===== src/rtl/qxm_pkg.sv =====
package qxm_pkg;

  localparam int MOTOR_COUNT = 4;
  localparam int MOTOR_IDX_W = 2;

  localparam int THR_W       = 12;
  localparam int CORR_W      = 17;
  localparam int CTRL_W      = 19;
  localparam int WEIGHT_W    = 16;
  localparam int TRIM_W      = 16;
  localparam int SCALE_W     = 17;
  localparam int QUOT_W      = 16;
  localparam int ROUND_SHIFT = 18;
  localparam int TOTAL_W     = 38;
  localparam int TGT_W       = 21;

  localparam int CFG_IDX_W  = 3;
  localparam int CFG_DATA_W = 64;

  localparam logic [CFG_IDX_W-1:0] REG_WEIGHTS   = 3'd0;
  localparam logic [CFG_IDX_W-1:0] REG_TRIMS     = 3'd1;
  localparam logic [CFG_IDX_W-1:0] REG_PULSE_MIN = 3'd2;
  localparam logic [CFG_IDX_W-1:0] REG_PULSE_MAX = 3'd3;
  localparam logic [CFG_IDX_W-1:0] REG_SLEW      = 3'd4;

  localparam logic [CFG_DATA_W-1:0] WEIGHTS_RST = 64'h4000_4000_4000_4000;
  localparam int PULSE_MIN_RST = 1000;
  localparam int PULSE_MAX_RST = 2000;
  localparam int SLEW_RST      = 50;

  localparam logic [SCALE_W-1:0] SCALE_ONE = 17'h1_0000;

  // bit i set: correction enters motor i negated
  localparam logic [MOTOR_COUNT-1:0] NEG_PITCH = 4'b1100;
  localparam logic [MOTOR_COUNT-1:0] NEG_ROLL  = 4'b1010;
  localparam logic [MOTOR_COUNT-1:0] NEG_YAW   = 4'b0110;

  typedef enum logic [2:0] {
    ST_IDLE,
    ST_DIV,
    ST_MUL,
    ST_SUM,
    ST_CLAMP,
    ST_FIN
  } qxm_state_t;

  typedef struct packed {
    logic mul_en;
    logic sum_en;
  } qxm_lane_ctl_t;

endpackage


===== src/rtl/qxm_div.sv =====
module qxm_div #(
  parameter int PULSE_BITS = 12
) (
  input  logic                      clk,
  input  logic                      rst_n,
  input  logic                      start,
  input  logic [PULSE_BITS-1:0]     num,
  input  logic [PULSE_BITS-1:0]     den,
  output logic                      done,
  output logic [qxm_pkg::QUOT_W-1:0] quot
);
  import qxm_pkg::*;

  localparam int CNT_W = $clog2(QUOT_W);

  // restoring division of (num << QUOT_W) by den, num < den
  logic [PULSE_BITS-1:0] rem_r;
  logic [QUOT_W-1:0]     quot_r;
  logic [CNT_W-1:0]      cnt_r;
  logic                  busy_r;
  logic                  done_r;

  logic [PULSE_BITS:0]   shifted;
  logic [PULSE_BITS:0]   diff;
  logic                  ge;
  logic                  last;

  assign shifted = {rem_r, 1'b0};
  assign diff    = shifted - {1'b0, den};
  assign ge      = shifted >= {1'b0, den};
  assign last    = cnt_r == CNT_W'(QUOT_W - 1);

  always_ff @(posedge clk) begin
    if (!rst_n) begin
      busy_r <= 1'b0;
      done_r <= 1'b0;
      cnt_r  <= '0;
    end else begin
      done_r <= busy_r && last;
      if (start) begin
        busy_r <= 1'b1;
        cnt_r  <= '0;
      end else if (busy_r) begin
        cnt_r <= cnt_r + 1'b1;
        if (last) begin
          busy_r <= 1'b0;
        end
      end
    end
  end

  always_ff @(posedge clk) begin
    if (start) begin
      rem_r  <= num;
      quot_r <= '0;
    end else if (busy_r) begin
      rem_r  <= ge ? diff[PULSE_BITS-1:0] : shifted[PULSE_BITS-1:0];
      quot_r <= {quot_r[QUOT_W-2:0], ge};
    end
  end

  assign done = done_r;
  assign quot = quot_r;

endmodule


===== config.mk =====
export PLATFORM = sky130hd
export DESIGN_NAME = qxm_div
export DESIGN_NICKNAME = d
export VERILOG_FILES = /design/src/rtl/qxm_pkg.sv /design/src/rtl/qxm_div.sv
export SDC_FILE = /design/constraint.sdc
export NUM_CORES = 1
export LEC_CHECK = 0
export BUFFER_PORTS_ARGS = -buffer_cell sky130_fd_sc_hd__buf_2
export CORE_ASPECT_RATIO = 0.8
export CORE_UTILIZATION = 59
export CTS_CLUSTER_SIZE = 8
export DETAILED_ROUTE_END_ITERATION = 10
export GPL_TIMING_DRIVEN = 0
export PLACE_DENSITY = 0.85
export SLEW_MARGIN = 20
export SYNTH_ARGS = -nofsm -noshare
export SYNTH_HDL_FRONTEND = slang
export SYNTH_SLANG_ARGS = --single-unit

===== constraint.sdc =====
create_clock -name clk -period 5.5 [get_ports clk]
set_input_delay 0.275 -clock clk [delete_from_list [all_inputs] [get_ports clk]]
set_output_delay 0.275 -clock clk [all_outputs]
set_load 0.01 [all_outputs]

==> impl_metrics.json <==
{
  "drt_iter0_drc": 121,
  "final_nets": 313,
  "diodes": 0,
  "die_area_mm2": 0.003833,
  "slew_headroom": 0.5382,
  "drv_cap": 0,
  "power_frac_comb": 0.394,
  "fin_area_mm2": 0.002471,
  "max_freq_mhz": 417.7,
  "power.share.clock": 0.230,
  "overflow": 0,
  "synth_ff_type": "dfxtp_1",
  "fp.dieW_um": 68.97,
  "antenna_left": 0,
  "hold_slack_ns": 0.2179,
  "fin_skew_ns": 0.006366,
  "clk_latency_ns": 0.29,
  "cts_resized": 0,
  "synth_cells": 223,
  "gp_congestion": 0.8438,
  "pin_count": 44,
  "cp.required_ns": 5.52,
  "dr.pass1.iters": 5,
  "crit_path_start_kind": "flip-flop",
  "yosysSeqAreaShare": 0.3783,
  "instances_no_fill": 315,
  "p_sw_frac": 0.3518,
  "internal_power_uw": 541.0,
  "postPlaceCellArea_mm2": 0.002380,
  "p_per_area_mw_per_mm2": 337.8,
  "period_share": 0.4353,
  "via_per_inst": 5.746,
  "layout_commonest_cell": "buf_2",
  "cts_max_path_buffers": 2,
  "worstSetupPathType": "reg -> reg",
  "most-common-layout-cells": "42 x buf_2, 27 x nor2_1, 22 x dfxtp_1",
  "grt_pass1_vias": 1580,
  "path_max_fanout": 10,
  "cts_htree_levels": 2,
  "netlist_area_mm2": 0.002117,
  "drc_errors": 0,
  "finalCriticalPeriod_ns": 2.394,
  "num_vias": 1810,
  "ys_warn_count": 0,
  "leakagePower_uw": 0.001088,
  "hold_buffers": 0,
  "synthToLayoutAreaGrowth_pct": 16.73,
  "cts_root_buffer": "clkbuf_8",
  "async_reset_ff_frac": 0,
  "syn_area_per_cell_um2": 9.493,
  "design.core.area_mm2": 0.003423,
  "hpwl_mm": 3.400,
  "fin_util": 0.7219,
  "power_frac_seq": 0.376,
  "routed_wl_mm": 4.626,
  "maxSlewViolCount": 0,
  "avgRoutedWirePerCell_um": 14.69,
  "cts_tree": "built",
  "crit_arrival_ns": 2.41,
  "setup_viol": 0,
  "clk_pin_slew_ns": 0.07,
  "dp.cells": 307,
  "irDropWorstVdd_mv": 0.2374,
  "port_buffers": 42,
  "start_util": 0.6184,
  "synth-seq-cells": 34,
  "synth_edf_count": 12,
  "cts_setup_buffers": 0,
  "antenna_found_initial": 0,
  "rows": 19,
  "die_height_um": 55.58,
  "drive_above_1_share": 0.2198,
  "syn_nets": 264,
  "hold_class": "in -> reg",
  "grt_max_degree": 13,
  "tns_ns": 0,
  "net-switching-power_uw": 293.6,
  "grt_pass1_wl_mm": 7.438,
  "cts.sinks": 34,
  "cts_buffers": 5,
  "final_hold_viol_count": 0,
  "status": "finished clean",
  "rsz0062_at_grt": "false",
  "cp-end-kind": "flip-flop",
  "tightest_slew_ns": 0.6927,
  "grt.total_usage": 0.2637,
  "ys_types": 42
}
sequential cells by signal (all words and copies together), names as in the netlist:
| signal | cells |
|---|---|
| rem_r | 12 |
| cnt_r | 4 |
| busy_r | 1 |
| quot | 16 |
| done | 1 |
through the flow:
| stage | total power [µW] | setup slack [ns] |
|---|---|---|
| global route | 882.6 | 3.004 |
| global placement | 634.2 | 3.167 |
| finish | 834.7 | 3.106 |
| detailed placement | 643.2 | 3.152 |
| floorplan | 572.4 | 3.359 |
| CTS | 832.9 | 3.135 |
worst max-delay path: stages, from the launching register on:
cell,delay [ns]
edfxtp_1,0.44
ha_1,0.31
nor2b_1,0.15
o2111ai_1,0.29
a21oi_2,0.16
o31ai_4,0.27
and2_4,0.22
buf_6,0.16
o311ai_2,0.11
cell usage after synthesis, drive strengths merged (3+ instances only):
| cell | number | share of area |
|---|---|---|
| nand4 | 3 | 0.0089 |
| nand2 | 12 | 0.021 |
| nor2b | 10 | 0.030 |
| o311ai | 7 | 0.040 |
| nand3 | 3 | 0.0071 |
| nor3 | 3 | 0.0071 |
| xor2 | 5 | 0.021 |
| ha | 13 | 0.077 |
| clkbuf | 10 | 0.018 |
| mux2i | 16 | 0.076 |
| dfxtp | 22 | 0.21 |
| a211oi | 3 | 0.011 |
| nand2b | 7 | 0.021 |
| a32oi | 3 | 0.012 |
| xnor2 | 6 | 0.025 |
| inv | 16 | 0.028 |
| a21oi | 9 | 0.023 |
| a21o | 4 | 0.014 |
| o31ai | 5 | 0.024 |
| nand4b | 6 | 0.025 |
| nor2 | 27 | 0.048 |
| edfxtp | 12 | 0.17 |
| o21ai | 4 | 0.0095 |
logic make-up (layout without fill, tap and decap cells):
logic type / after synthesis / in the layout / share of synthesized area
AO/OA/AOI/OAI: 45 / 45 / 0.1791
XOR/XNOR: 11 / 11 / 0.04551
adder cells (fa/ha/maj): 14 / 14 / 0.08629
buffers and inverters: 28 / 78 / 0.05497
flip-flops: 34 / 34 / 0.3783
multiplexers: 16 / 16 / 0.07565
AND/OR/NAND/NOR: 75 / 75 / 0.1803
layout make-up:
class	instances	area, µm²
clock buffers	7	86.33
repair buffers	42	210.2
clock inverters	1	5.005
plain buffers	12	56.30
fillers	256	952.2
inverters	16	60.06
flip-flops and latches	34	800.8
multi-input cells	161	1200
well taps	42	52.55
worst paths after layout:
kind / start / to / slack (ns) / cells after the start
setup / recovery: rem_r[0] / rem_r[5] / 3.11 / 8
hold / removal: rst_n / busy_r / 0.22 / 2
setup reg to reg: rem_r[0] / rem_r[5] / 3.11 / 8
hold reg to reg: cnt_r[3] / done / 0.48 / 2
per-layer routing:
layer | GRT usage | up-vias | routed length [µm]
met1 | 0.3694 | 819 | 2110
met4 | 0.09913 | 0 | 86
met3 | 0.05533 | 8 | 294
met5 | 0 | - | 0
li1 | - | 907 | -
met2 | 0.3953 | 76 | 2135
power groups by stage:
stage | Combinational [µW] | Sequential (µW) | Clock [µW]
final | 329 | 314 | 192
after detailed placement | 324 | 319 | 0
after floorplan | 260 | 312 | 0
after global placement | 316 | 318 | 0
after CTS | 326 | 314 | 193
after global routing | 363 | 317 | 203
(Power assumes the default switching activity.)
