File: src/rtl/qxm_pkg.sv
package qxm_pkg;

  localparam int MOTOR_COUNT = 4;
  localparam int MOTOR_IDX_W = 2;

  localparam int THR_W       = 12;
  localparam int CORR_W      = 17;
  localparam int CTRL_W      = 19;
  localparam int WEIGHT_W    = 16;
  localparam int TRIM_W      = 16;
  localparam int SCALE_W     = 17;
  localparam int QUOT_W      = 16;
  localparam int ROUND_SHIFT = 18;
  localparam int TOTAL_W     = 38;
  localparam int TGT_W       = 21;

  localparam int CFG_IDX_W  = 3;
  localparam int CFG_DATA_W = 64;

  localparam logic [CFG_IDX_W-1:0] REG_WEIGHTS   = 3'd0;
  localparam logic [CFG_IDX_W-1:0] REG_TRIMS     = 3'd1;
  localparam logic [CFG_IDX_W-1:0] REG_PULSE_MIN = 3'd2;
  localparam logic [CFG_IDX_W-1:0] REG_PULSE_MAX = 3'd3;
  localparam logic [CFG_IDX_W-1:0] REG_SLEW      = 3'd4;

  localparam logic [CFG_DATA_W-1:0] WEIGHTS_RST = 64'h4000_4000_4000_4000;
  localparam int PULSE_MIN_RST = 1000;
  localparam int PULSE_MAX_RST = 2000;
  localparam int SLEW_RST      = 50;

  localparam logic [SCALE_W-1:0] SCALE_ONE = 17'h1_0000;

  // bit i set: correction enters motor i negated
  localparam logic [MOTOR_COUNT-1:0] NEG_PITCH = 4'b1100;
  localparam logic [MOTOR_COUNT-1:0] NEG_ROLL  = 4'b1010;
  localparam logic [MOTOR_COUNT-1:0] NEG_YAW   = 4'b0110;

  typedef enum logic [2:0] {
    ST_IDLE,
    ST_DIV,
    ST_MUL,
    ST_SUM,
    ST_CLAMP,
    ST_FIN
  } qxm_state_t;

  typedef struct packed {
    logic mul_en;
    logic sum_en;
  } qxm_lane_ctl_t;

endpackage

File: src/rtl/qxm_lane.sv
module qxm_lane #(
  parameter int PULSE_BITS = 12
) (
  input  logic                              clk,
  input  qxm_pkg::qxm_lane_ctl_t            ctl,
  input  logic [qxm_pkg::THR_W-1:0]         thr,
  input  logic signed [qxm_pkg::CTRL_W-1:0] ctrl,
  input  logic [qxm_pkg::WEIGHT_W-1:0]      weight,
  input  logic signed [qxm_pkg::TRIM_W-1:0] trim,
  input  logic [qxm_pkg::SCALE_W-1:0]       scale,
  input  logic [PULSE_BITS-1:0]             prev,
  input  logic [PULSE_BITS-1:0]             slew_step,
  input  logic [PULSE_BITS-1:0]             pulse_min,
  input  logic [PULSE_BITS-1:0]             pulse_max,
  output logic [PULSE_BITS-1:0]             result
);
  import qxm_pkg::*;

  localparam int PW_W = CTRL_W + WEIGHT_W + 1;
  localparam int PT_W = TRIM_W + SCALE_W + 1;

  logic signed [PW_W-1:0]    prod_w_r;
  logic signed [PT_W-1:0]    prod_t_r;
  logic signed [TGT_W-1:0]   target_r;
  logic signed [TGT_W-1:0]   target_nxt;

  logic signed [TOTAL_W-1:0] w_ext;
  logic signed [TOTAL_W-1:0] t_ext;
  logic signed [TOTAL_W-1:0] thr_ext;
  logic signed [TOTAL_W-1:0] total;
  logic [TOTAL_W-1:0]        mag;
  logic [TOTAL_W-1:0]        rnd;
  logic [TGT_W-1:0]          tgt_mag;
  logic                      neg;

  logic signed [TGT_W-1:0]   prev_x;
  logic signed [TGT_W-1:0]   step_x;
  logic signed [TGT_W-1:0]   min_x;
  logic signed [TGT_W-1:0]   max_x;
  logic signed [TGT_W-1:0]   win_lo;
  logic signed [TGT_W-1:0]   win_hi;
  logic signed [TGT_W-1:0]   slewed;
  logic signed [TGT_W-1:0]   bounded;

  always_ff @(posedge clk) begin
    if (ctl.mul_en) begin
      prod_w_r <= ctrl * $signed({1'b0, weight});
      prod_t_r <= trim * $signed({1'b0, scale});
    end
    if (ctl.sum_en) begin
      target_r <= target_nxt;
    end
  end

  // total in units of 2^-18 us, then round half away from zero
  always_comb begin
    w_ext   = TOTAL_W'(prod_w_r);
    t_ext   = TOTAL_W'(prod_t_r) <<< 2;
    thr_ext = $signed({{(TOTAL_W - THR_W - ROUND_SHIFT){1'b0}}, thr,
                       {ROUND_SHIFT{1'b0}}});
    total   = w_ext + t_ext + thr_ext;
    neg     = total[TOTAL_W-1];
    mag     = neg ? TOTAL_W'(-total) : TOTAL_W'(total);
    rnd     = (mag + (TOTAL_W'(1) << (ROUND_SHIFT - 1))) >> ROUND_SHIFT;
    tgt_mag = rnd[TGT_W-1:0];
    target_nxt = neg ? -$signed(tgt_mag) : $signed(tgt_mag);
  end

  always_comb begin
    prev_x = $signed(TGT_W'(prev));
    step_x = $signed(TGT_W'(slew_step));
    min_x  = $signed(TGT_W'(pulse_min));
    max_x  = $signed(TGT_W'(pulse_max));
    win_lo = prev_x - step_x;
    win_hi = prev_x + step_x;

    priority if (target_r < win_lo) begin
      slewed = win_lo;
    end else if (target_r > win_hi) begin
      slewed = win_hi;
    end else begin
      slewed = target_r;
    end

    priority if (slewed < min_x) begin
      bounded = min_x;
    end else if (slewed > max_x) begin
      bounded = max_x;
    end else begin
      bounded = slewed;
    end

    result = bounded[PULSE_BITS-1:0];
  end

endmodule

File: config.mk
export PLATFORM = sky130hd
export DESIGN_NAME = qxm_lane
export DESIGN_NICKNAME = d
export VERILOG_FILES = /design/src/rtl/qxm_pkg.sv /design/src/rtl/qxm_lane.sv
export SDC_FILE = /design/constraint.sdc
export NUM_CORES = 2
export LEC_CHECK = 0
export CAP_MARGIN = 0
export CELL_PAD_IN_SITES_DETAIL_PLACEMENT = 0
export CELL_PAD_IN_SITES_GLOBAL_PLACEMENT = 2
export CORE_MARGIN = 5
export CORE_UTILIZATION = 45
export CTS_CLUSTER_SIZE = 25
export DETAILED_ROUTE_END_ITERATION = 8
export DONT_BUFFER_PORTS = 1
export PLACE_DENSITY = 0.91
export RECOVER_POWER = 25
export SYNTH_ARGS = -nofsm -noshare
export SYNTH_HDL_FRONTEND = slang
export SYNTH_SLANG_ARGS = --single-unit
export TNS_END_PERCENT = 30
File: constraint.sdc
create_clock -name clk -period 24.7 [get_ports clk]
set_input_delay 4.94 -clock clk [delete_from_list [all_inputs] [get_ports clk]]
set_output_delay 4.94 -clock clk [all_outputs]
set_load 0.02 [all_outputs]
==> results.py <==
metrics = {
    "logic_synthesis": {
        "synth_edf_count": 91,
        "synth.area.top_cells": "fa_1 35%, ha_1 14%, edfxtp_1 8.9%, inv_1 8.4%, and2_1 5.5%",
        "synth_top_area_frac": 0.347,
        "synth_top_flop_cell": "edfxtp_1",
        "synthArstFlopShare": 0,
        "synth_warnings": 0,
        "synth_area_um2": 30600,
        "avgSynthCellArea_um2": 8.95,
        "syn_inst": 3421,
        "synth_area_leader_cell": "fa_1",
        "synth.net_count": 4435,
        "synth_cell_types": 95,
        "seq_area_frac_synth": 0.0893,
        "ys_ff_latch": 91,
    },
    "setup_path": {
        "crit_fanout": 22,
        "crit_path_end": "result[0]",
        "crit_path_start": "prev[0]",
        "crit_path_end_kind": "primary output",
        "max_stage_delay_ns": 0.54,
        "worstReg2RegStart": "prod_w_r[20]$_DFFE_PP_",
        "rrSetupSlack_ns": 17.13,
        "start_kind": "input port",
        "r2r_cells": 24,
        "cp.required_ns": 19.76,
        "rr_endpoint": "target_r[16]$_DFFE_PP_",
        "critical_path_class": "input port to primary output",
        "slowest_stage": "a211o_1",
        "timing.critical_path.mode_cell": "a21oi_1",
        "worstPathArrival_ns": 13.18,
    },
    "finish": {
        "post_route_cells_drive_above_1_share": 0.0211,
        "fill_cells": 6596,
        "final-seq-area_um2": 2730,
        "antenna_cells": 0,
        "area_growth_pct": 3.19,
        "multi_input_area_um2": 24900,
        "nets": 4331,
        "final_cells": 4195,
    },
    "flow_run": {
        "drv_cap": 0,
    },
    "timing": {
        "rsz0062_at_grt": "false",
        "fin_crit_ns": 18.12,
        "skew_ns": 0.00624,
        "fin_ws_ns": 6.58,
        "fin_tns_setup_ns": 0,
        "fmax_mhz": 55.2,
        "max_slew.worst_pin.slew_ns": 1.14,
        "slew_headroom": 0.232,
        "drv_slew": 0,
        "final_hold_viol_count": 0,
        "fin_crit_sh": 0.733,
        "holdWs_ns": 1.36,
        "setup_violations": 0,
    },
    "clock_network": {
        "hold_buffers": 0,
        "cts_sinks": 91,
        "cts_buffers": 9,
        "cts_tree": "yes",
        "cts-resized-gates": 0,
        "cts.clk_slew.worst_paths_ns": 0.07,
        "clk_latency_ns": 0.37,
        "cts_root_buf": "clkbuf_16",
        "htreeDepth": 3,
        "clockBufferDepth": 2,
        "cts_setup_buffers": 0,
    },
    "routing": {
        "post_drt_wl_per_cell_um": 17.0,
        "dr.first_iter.drc_count": 1006,
        "drtPass1Iterations": 5,
        "drc_errors": 0,
        "finalWirelength_mm": 71.1,
        "ant_nets": 0,
        "vias_per_cell": 5.33,
        "vias": 22366,
    },
    "floorplan": {
        "rows": 95,
        "start_util": 0.455,
        "die_h_um": 271,
        "io-pin-count": 143,
        "core_area_um2": 67300,
        "fp.dieW_um": 271,
        "die_area_um2": 73300,
    },
    "grt": {
        "antenna_found_initial": 1,
        "grt_pass1_vias": 23890,
        "grt_max_degree": 71,
        "grt_pass1_wl_mm": 122,
        "track_usage": 0.202,
        "globalRouteOverflowTotal": 0,
    },
    "worst_hold_path": {
        "holdCritPathClass": "flop to flop",
        "min_path_cells": 5,
    },
    "placement": {
        "hpwl_mm": 60.2,
        "portBuffers": 0,
        "placedCellCount": 4179,
        "dp_slack_ns": 6.55,
        "gp_congestion": 0.820,
    },
    "run_status": {
        "status": "complete, no violations",
    },
}
-- flip-flops by register name, summed over array words and instances (netlist names) --
name / cells
prod_w_r: 36
target_r: 21
prod_t_r: 34
-- kinds of logic after synthesis --
| kind of cell | Yosys count | synth area share |
|---|---|---|
| AOI/OAI and AO/OA | 453 | 0.102 |
| xor gates and xnor gates | 139 | 0.0403 |
| adders and majority gates | 883 | 0.491 |
| buffers and inverters | 806 | 0.0995 |
| DFF | 91 | 0.0893 |
| muxes | 42 | 0.0140 |
| and+or+nand+nor | 1007 | 0.164 |
-- per-layer routing --
metal  vias to the layer above  global-route usage  routed length (um)
li1                      10656                   -                   -
met1                     11344               0.267               31200
met2                       317               0.368               36800
met3                        47              0.0229                2390
met4                         2              0.0266                 750
met5                         -                   0                  14
-- cell usage after synthesis (7+ instances only) --
cell and instances:
buf_1 10, a21oi_1 111, o31ai_1 8, fa_1 530
and2_1 268, nand4_1 22, nor3_1 32, o21ai_0 75
nand2b_1 33, mux2i_1 36, clkbuf_1 103, edfxtp_1 91
or3_1 14, ha_1 353, a211oi_1 15, inv_1 687
xor2_1 27, nor4_1 12, o21bai_1 21, and3_1 11
or2_2 7, o211ai_1 15, a31oi_1 20, a21o_1 50
nand2_1 414, nor2_1 110, a21boi_0 10, nand3_1 38
a221oi_1 7, nor2b_1 11, o21a_1 31, xnor2_1 111
-- critical path, delay by kind of cell --
family          cells  cell delay, ns
compound gates     24            4.65
fa+ha+maj           4            1.25
buf+inv             4            0.62
mux                 2            0.73
simple gates       12            0.94
-- cells in the final DEF, fill, tap and decap left out, types with 19 or more instances in the layout --
| master | instances |
|---|---|
| nand3_1 | 38 |
| nand2_1 | 414 |
| nor3_1 | 32 |
| mux2i_1 | 36 |
| o21a_1 | 31 |
| a31oi_1 | 19 |
| nor2_1 | 110 |
| and2_1 | 268 |
| xor2_1 | 27 |
| edfxtp_1 | 91 |
| o21bai_1 | 21 |
| fa_1 | 530 |
| inv_1 | 687 |
| nand2b_1 | 33 |
| ha_1 | 353 |
| nand4_1 | 22 |
| a21oi_1 | 111 |
| a21o_1 | 50 |
| o21ai_0 | 75 |
| xnor2_1 | 111 |
-- through the flow --
step | util | cell area, um^2
4_1_cts | 0.469 | 31600
3_3_place_gp | 0.465 | 31300
6_report | 0.469 | 31600
2_1_floorplan | - | 30600
3_5_place_dp | 0.465 | 31300
5_1_grt | 0.469 | 31600
-- area by class of cell --
class,instances,share of cell area
multi-input cells,2524,0.787
flip-flops and latches,91,0.0865
inverters,687,0.0816
well taps,873,0.0346
clock buffers,10,0.00725
clock inverters,6,0.00178
repair buffers,4,0.000951
-- worst min path at each step --
stage / startpoint / endpoint / slack (ns)
global route: prod_t_r[31]$_DFFE_PP_ / target_r[16]$_DFFE_PP_ / 1.44
CTS: prod_t_r[31]$_DFFE_PP_ / target_r[16]$_DFFE_PP_ / 1.36
detailed placement: prod_t_r[31]$_DFFE_PP_ / target_r[16]$_DFFE_PP_ / 1.34
global placement: prod_t_r[31]$_DFFE_PP_ / target_r[16]$_DFFE_PP_ / 1.34
finish: prod_t_r[31]$_DFFE_PP_ / target_r[16]$_DFFE_PP_ / 1.36
floorplan: prod_t_r[31]$_DFFE_PP_ / target_r[16]$_DFFE_PP_ / 1.04
Power is left out: the tool's default activity adds up to more than one toggle a clock period on the data nets, which glitch-free logic cannot reach.
