[src/rtl/qxm_pkg.sv]
package qxm_pkg;

  localparam int MOTOR_COUNT = 4;
  localparam int MOTOR_IDX_W = 2;

  localparam int THR_W       = 12;
  localparam int CORR_W      = 17;
  localparam int CTRL_W      = 19;
  localparam int WEIGHT_W    = 16;
  localparam int TRIM_W      = 16;
  localparam int SCALE_W     = 17;
  localparam int QUOT_W      = 16;
  localparam int ROUND_SHIFT = 18;
  localparam int TOTAL_W     = 38;
  localparam int TGT_W       = 21;

  localparam int CFG_IDX_W  = 3;
  localparam int CFG_DATA_W = 64;

  localparam logic [CFG_IDX_W-1:0] REG_WEIGHTS   = 3'd0;
  localparam logic [CFG_IDX_W-1:0] REG_TRIMS     = 3'd1;
  localparam logic [CFG_IDX_W-1:0] REG_PULSE_MIN = 3'd2;
  localparam logic [CFG_IDX_W-1:0] REG_PULSE_MAX = 3'd3;
  localparam logic [CFG_IDX_W-1:0] REG_SLEW      = 3'd4;

  localparam logic [CFG_DATA_W-1:0] WEIGHTS_RST = 64'h4000_4000_4000_4000;
  localparam int PULSE_MIN_RST = 1000;
  localparam int PULSE_MAX_RST = 2000;
  localparam int SLEW_RST      = 50;

  localparam logic [SCALE_W-1:0] SCALE_ONE = 17'h1_0000;

  // bit i set: correction enters motor i negated
  localparam logic [MOTOR_COUNT-1:0] NEG_PITCH = 4'b1100;
  localparam logic [MOTOR_COUNT-1:0] NEG_ROLL  = 4'b1010;
  localparam logic [MOTOR_COUNT-1:0] NEG_YAW   = 4'b0110;

  typedef enum logic [2:0] {
    ST_IDLE,
    ST_DIV,
    ST_MUL,
    ST_SUM,
    ST_CLAMP,
    ST_FIN
  } qxm_state_t;

  typedef struct packed {
    logic mul_en;
    logic sum_en;
  } qxm_lane_ctl_t;

endpackage

[src/rtl/qxm_cfg_if.sv]
interface qxm_cfg_if;
  import qxm_pkg::*;

  logic                  valid;
  logic                  ready;
  logic [CFG_IDX_W-1:0]  index;
  logic [CFG_DATA_W-1:0] data;

  modport source(output valid, index, data, input ready);
  modport sink(input valid, index, data, output ready);
endinterface

[src/rtl/qxm_cfg_regs.sv]
module qxm_cfg_regs #(
  parameter int PULSE_BITS = 12
) (
  input  logic                          clk,
  input  logic                          rst_n,
  qxm_cfg_if.sink                       cfg_wr,
  output logic [qxm_pkg::CFG_DATA_W-1:0] weights,
  output logic [qxm_pkg::CFG_DATA_W-1:0] trims,
  output logic [PULSE_BITS-1:0]          pulse_min,
  output logic [PULSE_BITS-1:0]          pulse_max,
  output logic [PULSE_BITS-1:0]          slew_step
);
  import qxm_pkg::*;

  logic [CFG_DATA_W-1:0] weights_r;
  logic [CFG_DATA_W-1:0] trims_r;
  logic [PULSE_BITS-1:0] pmin_r;
  logic [PULSE_BITS-1:0] pmax_r;
  logic [PULSE_BITS-1:0] slew_r;

  assign cfg_wr.ready = 1'b1;

  always_ff @(posedge clk) begin
    if (!rst_n) begin
      weights_r <= WEIGHTS_RST;
      trims_r   <= '0;
      pmin_r    <= PULSE_BITS'(PULSE_MIN_RST);
      pmax_r    <= PULSE_BITS'(PULSE_MAX_RST);
      slew_r    <= PULSE_BITS'(SLEW_RST);
    end else if (cfg_wr.valid) begin
      unique case (cfg_wr.index)
        REG_WEIGHTS:   weights_r <= cfg_wr.data;
        REG_TRIMS:     trims_r   <= cfg_wr.data;
        REG_PULSE_MIN: pmin_r    <= cfg_wr.data[PULSE_BITS-1:0];
        REG_PULSE_MAX: pmax_r    <= cfg_wr.data[PULSE_BITS-1:0];
        REG_SLEW:      slew_r    <= cfg_wr.data[PULSE_BITS-1:0];
        default: begin
        end
      endcase
    end
  end

  assign weights   = weights_r;
  assign trims     = trims_r;
  assign pulse_min = pmin_r;
  assign pulse_max = pmax_r;
  assign slew_step = slew_r;

endmodule

[src/flat_wrapper.sv]
// flat-port wrapper written by rule: the top's interface ports become plain ports
module qxm_cfg_regs_flat import qxm_pkg::*;
#(
  parameter int PULSE_BITS = 12
)
  (clk, rst_n, weights, trims, pulse_min, pulse_max, slew_step, cfg_wr_valid, cfg_wr_index, cfg_wr_data, cfg_wr_ready);
  qxm_cfg_if cfg_wr_i ();
  input  logic clk;
  input  logic rst_n;
  output logic [qxm_pkg::CFG_DATA_W-1:0] weights;
  output logic [qxm_pkg::CFG_DATA_W-1:0] trims;
  output logic [PULSE_BITS-1:0] pulse_min;
  output logic [PULSE_BITS-1:0] pulse_max;
  output logic [PULSE_BITS-1:0] slew_step;
  input wire logic [$bits(cfg_wr_i.valid)-1:0] cfg_wr_valid;
  input wire logic [$bits(cfg_wr_i.index)-1:0] cfg_wr_index;
  input wire logic [$bits(cfg_wr_i.data)-1:0] cfg_wr_data;
  output wire logic [$bits(cfg_wr_i.ready)-1:0] cfg_wr_ready;
  assign cfg_wr_i.valid = cfg_wr_valid;
  assign cfg_wr_i.index = cfg_wr_index;
  assign cfg_wr_i.data = cfg_wr_data;
  assign cfg_wr_ready = cfg_wr_i.ready;
  qxm_cfg_regs #(.PULSE_BITS(PULSE_BITS)) u_core (.clk(clk), .rst_n(rst_n), .cfg_wr(cfg_wr_i), .weights(weights), .trims(trims), .pulse_min(pulse_min), .pulse_max(pulse_max), .slew_step(slew_step));
endmodule
[config.mk]
export PLATFORM = sky130hd
export DESIGN_NAME = qxm_cfg_regs_flat
export DESIGN_NICKNAME = d
export VERILOG_FILES = /design/src/rtl/qxm_pkg.sv /design/src/rtl/qxm_cfg_if.sv /design/src/rtl/qxm_cfg_regs.sv /design/src/flat_wrapper.sv
export SDC_FILE = /design/constraint.sdc
export NUM_CORES = 1
export LEC_CHECK = 0
export BUFFER_PORTS_ARGS = -buffer_cell sky130_fd_sc_hd__buf_2
export CORE_ASPECT_RATIO = 1.2
export CORE_MARGIN = 5
export CORE_UTILIZATION = 40
export DETAILED_ROUTE_END_ITERATION = 8
export GPL_TIMING_DRIVEN = 0
export HOLD_SLACK_MARGIN = 0.08
export PLACE_DENSITY_LB_ADDON = 0.1
export SLEW_MARGIN = 25
export SYNTH_ARGS = -nofsm -noshare
export SYNTH_HDL_FRONTEND = slang
export SYNTH_SLANG_ARGS = --single-unit
export TNS_END_PERCENT = 1
[constraint.sdc]
create_clock -name clk -period 3.7 [get_ports clk]
set_clock_uncertainty 0.15 [all_clocks]
set_input_delay 0.37 -clock clk [delete_from_list [all_inputs] [get_ports clk]]
set_output_delay 0.37 -clock clk [all_outputs]
set_load 0.02 [all_outputs]
==> impl_metrics.toml, run 1 <==
[floorplanning]
die_h_um = 147
start_util = 0.405
fp-row-count = 50
coreArea_sq_um = 15500
die_w_um = 124
num_io_pins = 235
die_area_sq_um = 18200

[yosys]
async_reset_ff_frac = 0
synth_top_area_frac = 0.525
synth_fp_nets = 694
yosysUniqueCellTypes = 16
ys_seq_area_frac = 0.525
synth.largest_area_cell = "dfxtp_1"
synth_area_per_cell_sq_um = 10.0
syn_area_sq_um = 6250
synth_edf_count = 0
ys_seq_elements = 164
synth.area.top_cells = "dfxtp_1 53%, mux2i_1 26%, nand2_1 13%"
yosys_warnings = 0
syn-instance-count = 624
synthFlopType = "dfxtp_1"

[route]
drtAntennaViolNets = 0
vias_per_cell = 4.68
wl_mm = 18.3
wl_per_cell_um = 15.9
drtIter0Drc = 218
drt_pass1_iterations = 4
num_vias = 5369
route.detailed.drc = 0

[flow_run]
maxCapViolations = 0

[layout]
num_antenna_cells = 0
seq_area_sq_um = 3280
layout.cells.most_common = "buf_2"
layout_common_cells = "236 x buf_2, 209 x nand2_1, 164 x mux2i_1, 164 x dfxtp_1, 50 x dlygate4sd3_1"
final_layout_size_suffix_gt1_frac = 0.301
fin_cells = 1146
area_growth_syn_to_layout_pct = 40.6
multi_input_area_sq_um = 2720
fillers = 1434
nNetsFinal = 995

[worst_setup_path]
crit_type = "input pin to flop"
path_max_fanout = 10
cp.arrival_ns = 1.92
crit_path_end_kind = "flop"
cp.required_ns = 3.90
cp-start-kind = "input pin"

[clock_network]
cts_hold_buf = 50
cts_setup_buffers = 0
cts_tree = "done"
path_clk_slew_ns = 0.06
clock_path_buffers = 2
post_cts_resized = 0
cts_made_buffers = 17
clock_sinks = 164
cts_root_buffer = "clkbuf_16"
clk_latency_ns = 0.42
cts-htree-levels = 4

[timing]
holdWs_ns = 0.0957
setup_tns_ns = 0
worst_pin_slew_ns = 0.681
relSlewSlack = 0.546
maxSlewViolCount = 0
hold_viol = 0
rsz0062_at_grt = "no"
period_needed_ns = 1.72
fin_crit_sh = 0.464
fmax_ghz = 0.583
setup_violations = 0

[power_and_ir_drop]
p_per_area_nw_per_um2 = 457
leakagePower_uw = 0.00439
ir_drop_mv = 0.284

[placed_design]
place_congestion = 0.785
io_buffer_count = 232
dp.cells = 1064
dpl.hpwl_mm = 13.4

[global_routing]
grt_pass1_vias = 5573
grtUsageTotal = 0.201
grt_max_degree = 17
antenna_found_initial = 1
grt_pass1_wl_mm = 28.6
grt-ovfl-total = 0

[worst_hold_path]
min_path_type = "input pin to flop"

[run_status]
status = "finished clean"
Yosys cell counts (2+ instances only):
cell       instances
buf_2              4
buf_4              7
buf_6              6
clkbuf_1          29
dfxtp_1          164
mux2i_1          164
nand2_1          209
nand4bb_1          2
nor2b_1           32
layer usage:
layer / track usage / up-vias / share of wire
li1: - / 2651 / -
met1: 0.233 / 2533 / 0.41
met2: 0.343 / 160 / 0.50
met3: 0.0693 / 23 / 0.083
met4: 0.0652 / 2 / 0.015
met5: 0 / - / 0.00071
area by class of cell:
cell class / count / area share
buffer: 46 / 0.0283
timing repair buffer: 282 / 0.189
clock inverter: 13 / 0.0196
tap: 208 / 0.0296
sequential: 164 / 0.374
clock buffer: 19 / 0.0504
multi-input combinational: 414 / 0.309
stage by stage:
step / utilization / total power (uW) / cell area [sq um] / worst slack (ns)
finish: 0.569 / 4020 / 8790 / 1.98
global route: 0.569 / 4180 / 8790 / 1.84
CTS: 0.569 / 4070 / 8790 / 1.96
detailed placement: 0.497 / 2180 / 7670 / 1.51
global placement: 0.497 / 2170 / 7670 / 1.50
floorplan: - / 2050 / 6250 / 2.12
logic make-up (layout without fill, tap and decap cells):
group                  count (synthesis)  in the layout  synth area share
buffers and inverters                 46            360            0.0398
AND/OR/NAND/NOR                      249            249             0.172
flip-flops                           164            164             0.525
other                                  1              1          0.000600
multiplexers                         164            164             0.263
flip-flops by register name, indices dropped and copies added, names as in the netlist:
signal / count
u_core.pulse_max: 12
u_core.pulse_min: 12
u_core.slew_step: 12
u_core.trims: 64
u_core.weights: 64
power breakdown:
part	total (uW)	switching, uW	internal [uW]
combinational	355	205	150
clock	1840	745	1090
sequential	1820	19.7	1800
total	4020	970	3050
worst paths after layout:
check                                        start                   to  slack (ns)  cells after the start
worst max-delay path                         rst_n     u_core.trims[14]        1.98                      5
worst min-delay path                cfg_wr_data[5]  u_core.pulse_min[5]         0.1                      3
worst max register to register  u_core.weights[23]   u_core.weights[23]        2.87                      2
worst min register to register    u_core.trims[43]     u_core.trims[43]        0.30                      2
worst max-delay path, stage by stage:
cell	delay [ns]
clkbuf_1	0.21
clkbuf_1	0.56
clkbuf_1	0.46
nand2_1	0.17
mux2i_1	0.15
No activity file was read; power rests on OpenSTA's default activity.
==> run 2: changes to the inputs <==
==> constraint.sdc (replaced) <==
create_clock -name clk -period 1.5 [get_ports clk]
set_clock_uncertainty 0.15 [all_clocks]
set_input_delay 0.15 -clock clk [delete_from_list [all_inputs] [get_ports clk]]
set_output_delay 0.15 -clock clk [all_outputs]
set_load 0.02 [all_outputs]
==> impl_metrics.toml, run 2 (synthesized netlist as in run 1, its figures left out) <==
[run_status]
status = "finished with violations"
violations = "negative hold slack"

[worst_setup_path]
crit_path_end_kind = "flop"
path_max_fanout = 10
cp.required_ns = 1.69
crit_top_cell = "clkbuf_1"
worst_path_largest_cell_delay_ns = 0.48
crit_path_cell_trace = "clkbuf_1, clkbuf_1, clkbuf_1, nand2_1, mux2i_1"
reg2regPathDepth = 2
cpMaxStageDelayCell = "clkbuf_1"
crit_buf_inv = 3
path_depth = 5
cp-start-kind = "input pin"
cp.arrival_ns = 1.63
crit_type = "input pin to flop"
cpLargestDelayFamily = "buffers and inverters"

[clock_network]
cts-htree-levels = 4
cts_root_buffer = "clkbuf_16"
clock_sinks = 164
cts_made_buffers = 17
clock_path_buffers = 2
cts_setup_buffers = 0
clk_latency_ns = 0.42
path_clk_slew_ns = 0.06
cts_tree = "done"

[floorplanning]
die_h_um = 147
start_util = 0.405
num_io_pins = 235
coreArea_sq_um = 15500
fp-row-count = 50
die_w_um = 124
die_area_sq_um = 18200

[global_routing]
grt_pass1_wl_mm = 28.9
grt_max_degree = 17
grtUsageTotal = 0.202
grt_pass1_vias = 5661
antenna_found_initial = 0
grt-ovfl-total = 0

[route]
m1WireLength_mm = 7.56
wl_mm = 18.4
drt_pass1_iterations = 4
drtAntennaViolNets = 0
vias_per_cell = 4.67
drtIter0Drc = 196
num_vias = 5437
met3_length_mm = 1.45
route.detailed.drc = 0
wl_met2_mm = 9.15
wl_per_cell_um = 15.8
highest_layer = "met4"

[worst_hold_path]
min_path_type = "input pin to flop"
whs_path_depth = 3

[timing]
setup_tns_ns = 0
setup_violations = 0
period_needed_ns = 1.44
rsz0062_at_grt = "yes"
fmax_ghz = 0.693
worst_pin_slew_ns = 0.614
maxSlewViolCount = 0
fin_crit_sh = 0.961
holdWs_ns = -0.000359
hold_viol = 1
relSlewSlack = 0.591

[placed_design]
io_buffer_count = 232
place_congestion = 0.785
dpl_cell_area_sq_um = 7670
dpl.hpwl_mm = 13.4

[layout]
layout.cells.most_common = "buf_2"
nNetsFinal = 1012
final_layout_size_suffix_gt1_frac = 0.296
area_growth_syn_to_layout_pct = 43.5
fin_area_sq_um = 8970
layout_common_cells = "235 x buf_2, 209 x nand2_1, 164 x mux2i_1, 164 x dfxtp_1, 67 x dlygate4sd3_1"
num_antenna_cells = 0

[power_and_ir_drop]
ir_drop_mv = 0.699
leakagePower_uw = 0.00447
p_per_area_nw_per_um2 = 1110

[flow_run]
maxCapViolations = 0
run 2: cell count changes in the layout (fill, tap and decap cells not counted), sizes merged:
cell         before  now
buf             249  248
clkbuf           48   49
dlygate4sd3      50   67
run 2: tightest hold or removal path, delay by kind of cell:
kind / cells / cell delay [ns]
buffers and inverters: 1 / 0.17
muxes: 1 / 0.11
and+or+nand+nor: 1 / 0.09
run 2: layout make-up:
type	count	area [sq um]
clock buffers	19	443
well taps	208	260
plain buffers	46	253
repair buffers	299	1830
flip-flops and latches	164	3280
fillers	1421	6480
multi-input cells	414	2730
clock inverters	13	173
run 2: where the power goes:
part | switching [uW] | internal, uW | leakage, uW
registers | 48.6 | 4450 | 0.00133
clock network | 1840 | 2690 | 0.000288
logic | 515 | 401 | 0.00285
run 2: final timing paths:
check,startpoint,end,slack [ns]
worst min register to register,u_core.trims[43],u_core.trims[43],0.30
worst max register to register,u_core.weights[23],u_core.weights[23],0.67
worst max-delay path,rst_n,u_core.trims[51],0.06
worst min-delay path,cfg_wr_index[1],u_core.weights[62],-0.0004
run 2: timing repair:
action,in CTS,in global routing
hold buffers,66,1
hold endpoints to repair,164,4
setup endpoints to repair,1,103
gates resized for setup,1,2
run 2: metal layers:
| metal | track usage | vias to the layer above |
|---|---|---|
| met2 | 0.346 | 151 |
| met3 | 0.0666 | 20 |
| li1 | - | 2689 |
| met5 | 0 | - |
| met4 | 0.0652 | 0 |
| met1 | 0.237 | 2577 |
run 2: per-stage QoR:
| step | std cells | util | total power [uW] | setup WS, ns |
|---|---|---|---|---|
| 2_1_floorplan | 624 | - | 5050 | 0.144 |
| 3_3_place_gp | 1064 | 0.497 | 5360 | -0.479 |
| 3_5_place_dp | 1064 | 0.497 | 5380 | -0.470 |
| 4_1_cts | 1162 | 0.579 | 10100 | 0.0218 |
| 5_1_grt | 1163 | 0.581 | 10300 | -0.109 |
| 6_report | 1163 | 0.581 | 9940 | 0.0580 |
